--- src/hw/rtl/ost_pkg.sv ---
`default_nettype none

package ost_pkg;

    // Number of values the table can hold.
    localparam int SET_CAPACITY = 16;

    // Width of the internal fill count, wide enough to hold the capacity itself.
    localparam int COUNT_W = $clog2(SET_CAPACITY + 1);

    // Field widths fixed by the interface.
    localparam int VALUE_W        = 32;
    localparam int MEMBER_COUNT_W = 5;

    // Command codes.
    typedef enum logic [1:0] {
        CMD_QUERY  = 2'd0,
        CMD_ADD    = 2'd1,
        CMD_REMOVE = 2'd2,
        CMD_CLEAR  = 2'd3
    } t_cmd;

    // One input item.
    typedef struct packed {
        t_cmd                       cmd;
        logic signed [VALUE_W-1:0]  value;
    } t_in_item;

    // One result item.
    typedef struct packed {
        logic                       was_member;
        logic                       changed;
        logic                       full_error;
        logic [MEMBER_COUNT_W-1:0]  member_count;
    } t_out_item;

    // Per-cell control from the table controller.
    typedef struct packed {
        logic used;   // The cell lies below the fill count.
        logic load;   // Store the incoming value in this cell.
        logic shift;  // A remove hit: cells at or above the hit take their neighbor's value.
    } t_cell_ctrl;

endpackage

`default_nettype wire

--- src/hw/rtl/ordered_set_table.sv ---
// The result of an accepted item is registered and shows on the output register in the next cycle.
// Throughput: one item per cycle while results are taken; every cell compares at once
// and a remove shifts the row down in that same cycle.
// Reset: synchronous, active low; it empties the table and the output register.
// The stored values themselves are not cleared, since only entries below the count are read.
`default_nettype none

module ordered_set_table
    import ost_pkg::*;
(
    input  wire logic       i_clk,
    input  wire logic       i_rst_n,
    input  wire logic       i_in_valid,
    output logic            o_in_ready,
    input  wire t_in_item   i_in_item,
    output logic            o_out_valid,
    input  wire logic       i_out_ready,
    output t_out_item       o_out_item
);

    logic [COUNT_W-1:0]        r_count;
    logic [COUNT_W-1:0]        n_count;
    logic                      r_out_valid;
    logic                      n_out_valid;
    t_out_item                 r_out_item;
    t_out_item                 n_out_item;

    logic                      w_accept;
    logic                      w_was;
    logic                      w_full;
    logic                      w_add_ok;
    logic                      w_remove_hit;

    t_cell_ctrl                w_ctrl  [SET_CAPACITY];
    logic signed [VALUE_W-1:0] w_value [SET_CAPACITY];
    logic                      w_seen  [SET_CAPACITY+1];

    // A new item enters when the output register is empty or being emptied.
    assign o_in_ready = !r_out_valid || i_out_ready;
    assign w_accept   = i_in_valid && o_in_ready;

    // Decode the command against the present contents.
    assign w_seen[0]    = 1'b0;
    assign w_was        = (i_in_item.cmd != CMD_CLEAR) && w_seen[SET_CAPACITY];
    assign w_full       = r_count >= COUNT_W'(SET_CAPACITY);
    assign w_add_ok     = w_accept && (i_in_item.cmd == CMD_ADD) && !w_was && !w_full;
    assign w_remove_hit = w_accept && (i_in_item.cmd == CMD_REMOVE) && w_was;

    // Row of cells; the top cell has no upper neighbor and keeps its own value.
    for (genvar k = 0; k < SET_CAPACITY; k++) begin : g_cell
        assign w_ctrl[k].used  = COUNT_W'(k) < r_count;
        assign w_ctrl[k].load  = w_add_ok && (r_count == COUNT_W'(k));
        assign w_ctrl[k].shift = w_remove_hit;

        ost_cell u_cell (
            .i_clk        (i_clk),
            .i_ctrl       (w_ctrl[k]),
            .i_query      (i_in_item.value),
            .i_next_value ((k == SET_CAPACITY - 1) ? w_value[k]
                                                   : w_value[(k + 1) % SET_CAPACITY]),
            .i_seen       (w_seen[k]),
            .o_value      (w_value[k]),
            .o_seen       (w_seen[k+1])
        );
    end

    // Next count and the result item.
    always_comb begin
        n_count     = r_count;
        n_out_valid = r_out_valid && !i_out_ready;
        n_out_item  = r_out_item;
        if (w_accept) begin
            case (i_in_item.cmd)
                CMD_CLEAR:  n_count = '0;
                CMD_ADD:    if (w_add_ok) n_count = r_count + COUNT_W'(1);
                CMD_REMOVE: if (w_remove_hit) n_count = r_count - COUNT_W'(1);
                default:    n_count = r_count;
            endcase
            n_out_valid             = 1'b1;
            n_out_item.was_member   = w_was;
            n_out_item.changed      = w_add_ok || w_remove_hit;
            n_out_item.full_error   = (i_in_item.cmd == CMD_ADD) && !w_was && w_full;
            n_out_item.member_count = MEMBER_COUNT_W'(n_count);
        end
    end

    // Control state.
    always_ff @(posedge i_clk) begin
        if (!i_rst_n) begin
            r_count     <= '0;
            r_out_valid <= 1'b0;
        end else begin
            r_count     <= n_count;
            r_out_valid <= n_out_valid;
        end
    end

    // Result payload.
    always_ff @(posedge i_clk) begin
        r_out_item <= n_out_item;
    end

    assign o_out_valid = r_out_valid;
    assign o_out_item  = r_out_item;

endmodule

`default_nettype wire

--- src/hw/rtl/ost_cell.sv ---
`default_nettype none

module ost_cell
    import ost_pkg::*;
(
    input  wire logic                       i_clk,
    input  wire t_cell_ctrl                 i_ctrl,
    input  wire logic signed [VALUE_W-1:0]  i_query,
    input  wire logic signed [VALUE_W-1:0]  i_next_value,
    input  wire logic                       i_seen,
    output logic signed [VALUE_W-1:0]       o_value,
    output logic                            o_seen
);

    logic signed [VALUE_W-1:0] r_value;
    logic signed [VALUE_W-1:0] n_value;
    logic                      w_match;

    // A used cell matches when it holds the queried value.
    assign w_match = i_ctrl.used && (r_value == i_query);

    // The hit travels up the row, so every cell at or above it knows.
    assign o_seen  = i_seen || w_match;
    assign o_value = r_value;

    // Load a new value, or move down when a remove hit lies at or below this cell.
    always_comb begin
        n_value = r_value;
        if (i_ctrl.load) begin
            n_value = i_query;
        end else if (i_ctrl.shift && o_seen) begin
            n_value = i_next_value;
        end
    end

    always_ff @(posedge i_clk) begin
        r_value <= n_value;
    end

endmodule

`default_nettype wire
--- config.mk ---
export PLATFORM = sky130hd
export DESIGN_NAME = ordered_set_table
export DESIGN_NICKNAME = d
export VERILOG_FILES = /design/src/hw/rtl/ost_pkg.sv /design/src/hw/rtl/ordered_set_table.sv /design/src/hw/rtl/ost_cell.sv
export SDC_FILE = /design/constraint.sdc
export NUM_CORES = 1
export LEC_CHECK = 0
export BUFFER_PORTS_ARGS = -buffer_cell sky130_fd_sc_hd__buf_2
export CELL_PAD_IN_SITES_DETAIL_PLACEMENT = 0
export CELL_PAD_IN_SITES_GLOBAL_PLACEMENT = 1
export CORE_MARGIN = 3
export CORE_UTILIZATION = 48
export CTS_CLUSTER_SIZE = 30
export DETAILED_ROUTE_END_ITERATION = 8
export PLACE_DENSITY = 0.69
export SLEW_MARGIN = 20
export SYNTH_ARGS = -nofsm -noshare
export SYNTH_HDL_FRONTEND = slang
export SYNTH_SLANG_ARGS = --single-unit
--- constraint.sdc ---
create_clock -name i_clk -period 9.04 [get_ports i_clk]
set_input_delay 0.904 -clock i_clk [delete_from_list [all_inputs] [get_ports i_clk]]
set_output_delay 0.904 -clock i_clk [all_outputs]
set_load 0.02 [all_outputs]
## Yosys cells after proc, flatten, opt, wreduce, memory -nomap -nowiden

Index checks and enable logic that the tools add are counted.

- Bits in registers: 526
- Input bits: 38
- Output and inout bits: 10
- Word-level logic and storage cells: 204

- Add/sub/neg operators: 2
- Order comparisons: 17
- Eq/ne operators: 35
- Multiplexer cells: 34
- Reduce and logical (&&, ||, !) cells: 94

Operators by type and width:

| kind | number |
|---|---|
| $mux W32 | 30 |
| $eq A32 B32 Y1 | 16 |
| $logic_and A1 B1 Y1 | 57 |
| $eq A5 B4 Y1 const B | 8 |
| $lt A4 B5 Y1 const A | 8 |
| $reduce_bool A2 Y1 | 15 |
| $eq A5 B3 Y1 const B | 4 |
| $lt A3 B5 Y1 const A | 4 |
| $logic_or A1 B1 Y1 | 17 |
| $pmux W5 S3 | 1 |
| $eq A5 B2 Y1 const B | 2 |
| $lt A1 B5 Y1 const A | 2 |
| $lt A2 B5 Y1 const A | 2 |
| $mux W5 | 2 |
| $add A5 B1 Y5 const B | 1 |
| $eq A5 B1 Y1 const B | 1 |
| $ge A5 B5 Y1 const B | 1 |
| $logic_not A5 Y1 | 1 |
| $sub A5 B1 Y5 const B | 1 |
| $eq A2 B2 Y1 const B | 2 |
| $logic_not A1 Y1 | 4 |
| $eq A2 B1 Y1 const B | 1 |
| $ne A2 B2 Y1 const B | 1 |
| $mux W1 | 1 |

## Logic depth before layout (Yosys ltp)

- Depth after elaboration: 23
- Gate-level depth with buffers: 15
- Depth with buffers taken out: 10

## By module

Synthesis repeated with hierarchy kept, for this count alone.

- Cell total of the unflattened synthesis: 2059
- Area total of the unflattened synthesis: 28857.7 µm²

By module, submodules not included:

| module | instances | cells each | area each (µm²) | sequential area each (µm²) |
|---|---|---|---|---|
| ost_cell | 16 | 119 | 1731.7 | 960.9 |
| ordered_set_table | 1 | 155 | 1151.1 | 360.3 |

## Least setup slack after synthesis

Ideal clock, no wire load.

- Path kind: input-to-reg
- Start: input port i_in_item[28] (netlist bit)
- End: register g_cell[12].u_cell.r_value[0] (enable)
- Setup time: 466 ps
- Data arrival time: 5375 ps
- Required time: 8574 ps
- Path slack: 3200 ps
- Stages: 10
- Path buffers: 2
- Cell sequence: buf_2 xor2_1 or4b_1 or4_1 nor3_1 or4b_1 nor4_4 clkbuf_1 nand2b_1 o21ai_0

- Word-level cells in the longest chain between the ends: 23
- Elaborated cells on any way between the ends: 55
- Those cells by class: eq/ne (16); reduce/logical (39)

Ends and longest elaborated chain:

| item | line | RTL |
|---|---|---|
| from (decl) | ordered_set_table.sv:15 | `input wire t_in_item i_in_item,` |
| $eq A32 B32 Y1 | ost_cell.sv:20 | `assign w_match = i_ctrl.used && (r_value == i_query);` |
| $logic_and A1 B1 Y1 | ost_cell.sv:20 |  |
| $logic_or A1 B1 Y1 (15 in series) | ost_cell.sv:23 | `assign o_seen = i_seen \|\| w_match;` |
| $logic_and A1 B1 Y1 | ordered_set_table.sv:44 | `assign w_was = (i_in_item.cmd != CMD_CLEAR) && w_seen[SET_CAPACITY];` |
| $logic_not A1 Y1 | ordered_set_table.sv:46 | `assign w_add_ok = w_accept && (i_in_item.cmd == CMD_ADD) && !w_was && !w_full;` |
| $logic_and A1 B1 Y1 (2 in series) | ordered_set_table.sv:46 |  |
| $logic_and A1 B1 Y1 | ordered_set_table.sv:52 | `assign w_ctrl[k].load = w_add_ok && (r_count == COUNT_W'(k));` |
| $reduce_bool A2 Y1 (no source line) * | n/a |  |
| to (signal assigned) | ost_cell.sv:37 | `r_value <= n_value;` |
| to (decl) | ost_cell.sv:15 | `logic signed [VALUE_W-1:0] r_value;` |

Mark *: on every way between the ends. The rest lies on a longest branch, timed or not.
A chain may end at the register's enable or synchronous reset.

## Worst setup path in the final report

- Start: register r_count[4]
- End: register g_cell[9].u_cell.r_value[7] (enable)

- Word-level cells in the longest chain between the ends: 23
- Elaborated cells on any way between the ends: 58
- Those cells by class: order compare (17); eq/ne (1); reduce/logical (40)

Ends and longest elaborated chain:

| item | line | RTL |
|---|---|---|
| from (decl) | ordered_set_table.sv:21 | `logic [COUNT_W-1:0] r_count;` |
| from (signal assigned) | ordered_set_table.sv:93 | `r_count <= n_count;` |
| $lt A1 B5 Y1 | ordered_set_table.sv:51 | `assign w_ctrl[k].used = COUNT_W'(k) < r_count;` |
| $logic_and A1 B1 Y1 | ost_cell.sv:20 |  |
| $logic_or A1 B1 Y1 (15 in series) | ost_cell.sv:23 |  |
| $logic_and A1 B1 Y1 | ordered_set_table.sv:44 |  |
| $logic_not A1 Y1 | ordered_set_table.sv:46 |  |
| $logic_and A1 B1 Y1 (2 in series) | ordered_set_table.sv:46 |  |
| $logic_and A1 B1 Y1 | ordered_set_table.sv:52 |  |
| $reduce_bool A2 Y1 (no source line) * | n/a |  |
| to (signal assigned) | ost_cell.sv:37 |  |
| to (decl) | ost_cell.sv:15 |  |

Marked as above.

==> out/metrics.csv <==
metric;value;unit
run_status;completed;
p_int;4.148;mW
yosysMostFrequentCell;edfxtp_1;
cpMaxStageDelayCell;and2_1;
cts_made_buffers;59;
timing.rr.end;g_cell[9].u_cell.o_value[7]$_DFFE_PP_;
worstPathRequired;9.30;ns
insertion_delay;0.62;ns
initial_core_util;48.81;%
gr-total-overflow;0;
synth_warnings;0;
synth_top_area_cell;edfxtp_1;
wl_met1;45.95;mm
ys_async_sr_fraction;0;%
avgSynthCellArea;13.33;um2
critical_path_arrival;6.55;ns
period_share;69.63;%
cts_root_buf;clkbuf_16;
wl_met3;8.329;mm
worstPathCellList;buf_4 > nor2_2 > a21boi_1 > nor3_1 > and3_1 > or4b_1 > nor4_4 > and2_1 > and3_2 > buf_4 > o21bai_2 > buf_4;
drcViolationCount;0;
crit_path_frequent_cell;buf_4;
hp-class;in -> reg;
nets;2351;
combPwrFrac;7.3;%
io_buffers;47;
grt_max_degree;35;
cts_tree;done;
holdBufCountCts;0;
r2r_slack;2.75;ns
reg2reg_depth;12;
synthTopCellsByArea;edfxtp_1, xor2_1, mux2_1;
worst_pin_slew;1.164;ns
top_layer;met4;
netlist_instances;2326;
swShare;23.70;%
cts-resized-gates;0;
antenna_found_initial;5;
slew_viol_final;0;
max-cap-violations;0;
seq_area_frac_synth;50.73;%
viasPerCell;6.289;
fillCellCount;5460;
tns;0;ns
grt_pass1_vias;20000;
power.switching;1.288;mW
whs;0.5590;ns
h-tree-depth;2;
ys_types;73;
startpoint_type;register;
drive_above_1_share;20.52;%
layout_min_cycle_time;6.295;ns
cp-end-kind;register;
clockPowerShare;43.8;%
reg2reg_from;r_count[4]$_SDFFE_PN0P_;
relSlewSlack;22.40;%
antenna_left;0;
vias;20140;
ys_ff_latch;526;
dieArea;0.06770;mm2
p_per_area;162.9;mW/mm2
io_pins;48;
fmax;158.9;MHz
synth_top_area_share;50.35;%
cts.path.max_buffers;3;
worstSetupStartpoint;r_count[4]$_SDFFE_PN0P_;
syn_nets;2369;
synth_ff_type;edfxtp_1;
synth_edf_count;520;
die_y;260.2;um
ir_drop;0.1306;mV
core.rowCount;92;
synthTopCellsByCount;edfxtp_1, xor2_1, mux2_1;
path_clk_slew;0.06;ns
routabilityCongestion;0.9400;
cts_sinks;526;
wl_per_cell;32.23;um
path_class;reg -> reg;
hold_violations;0;
post_cts_buffers;0;
finClkSkew;0.01933;ns
core_area;0.06354;mm2
drtIter0Drc;2090;
dr_wl_met2;45.21;mm
syn_area;0.03101;mm2
dr.pass1.iters;5;
max_stage_delay;0.94;ns
area_growth;7.617;%
critPathCapture;g_cell[9].u_cell.o_value[7]$_DFFE_PP_;
grt_pass1_wl;147.2;mm
wl;103.2;mm
post-dp-hpwl;73.19;mm
crit_fanout;33;
leakagePower;11.06;nW
rsz0062_at_grt;no;
seqPwrFrac;48.9;%
grt_usage;30.40;%
setup_viol;0;
die-width;260.2;um
[power by group through the flow]
stage | logic [mW] | clock network [mW] | registers [mW]
after global placement | 0.384 | 0 | 2.71
after detailed placement | 0.382 | 0 | 2.71
after floorplan | 0.256 | 0 | 2.71
final | 0.394 | 2.38 | 2.66
after CTS | 0.384 | 2.42 | 2.66
after global routing | 0.411 | 2.51 | 2.66
[critical path, delay by kind of cell, from the launching register on]
kind                   cells  cell delay, ns
and+or+nand+nor            7            3.68
buffers and inverters      3            1.15
DFF                        1            0.30
AOI/OAI and AO/OA          2            0.74
[cell type report]
cell class              count  area [um2]  share of cell area, %
diodes                      3       7.507                0.02249
clock buffers              71        1521                  4.558
clock inverters            36       339.1                  1.016
inverters                   8       30.03                0.08997
multi-input cells        1599       13950                  41.79
flip-flops and latches    526       15740                  47.14
well taps                 846        1059                  3.171
repair buffers            114       738.2                  2.212
[flip-flops by register name (all words and copies together), names as in the netlist]
name and count:
o_out_item 8, r_count 5, o_out_valid 1, g_cell.u_cell.o_value 512
[worst min path at each step]
stage,end,slack (ns),depth (start not counted),startpoint
after floorplan,g_cell[7].u_cell.o_value[15]$_DFFE_PP_,0.54,2,g_cell[8].u_cell.o_value[15]$_DFFE_PP_
after global placement,o_out_valid$_SDFF_PN0_,0.53,2,o_out_valid$_SDFF_PN0_
after detailed placement,o_out_valid$_SDFF_PN0_,0.56,2,o_out_valid$_SDFF_PN0_
after CTS,o_out_valid$_SDFF_PN0_,0.54,3,i_in_valid
after global routing,o_out_valid$_SDFF_PN0_,0.57,3,i_in_valid
final,o_out_valid$_SDFF_PN0_,0.56,3,i_in_valid
[per-layer routing]
layer	vias up	global-route usage, %
met1	10300	44.49
met2	993	45.80
met5	-	0
li1	8669	-
met3	182	4.996
met4	0	10.48
[cell families after synthesis]
family	count (synthesis)	share of synthesized area, %
XOR/XNOR	513	14.49
multiplexers	482	18.30
AND/OR/NAND/NOR	537	10.43
flip-flops	526	50.73
adder cells (fa/ha/maj)	5	0.2017
buffers and inverters	201	4.474
AO/OA/AOI/OAI	62	1.372
[per-stage QoR]
step	cell area, um2	power, mW	setup WS (ns)	instances	util, %
6_report	33380	5.436	2.745	3203	52.53
4_1_cts	33370	5.467	2.849	3200	52.52
5_1_grt	33370	5.580	2.531	3200	52.52
3_3_place_gp	31500	3.093	2.178	3093	49.57
3_5_place_dp	31510	3.092	2.308	3093	49.59
2_1_floorplan	31010	2.968	3.200	2326	-
[placed cells by master (no fill, tap or decap), types with 9 or more instances in the layout]
cell	instances
edfxtp_1	520
xor2_1	334
mux2_1	224
mux2_2	189
xnor2_1	179
nor4_1	137
nand4_1	87
nand2_1	73
mux2_4	67
buf_4	67
clkbuf_16	59
buf_2	47
nor2_1	46
nor3_1	40
nand3_1	34
clkinv_1	20
or4_1	20
clkbuf_1	12
nand4b_1	11
nor2b_1	11
and3_1	10
or3_1	9
a21oi_1	9
o21ai_0	9
Note: power is estimated with default switching activity, not from simulation.
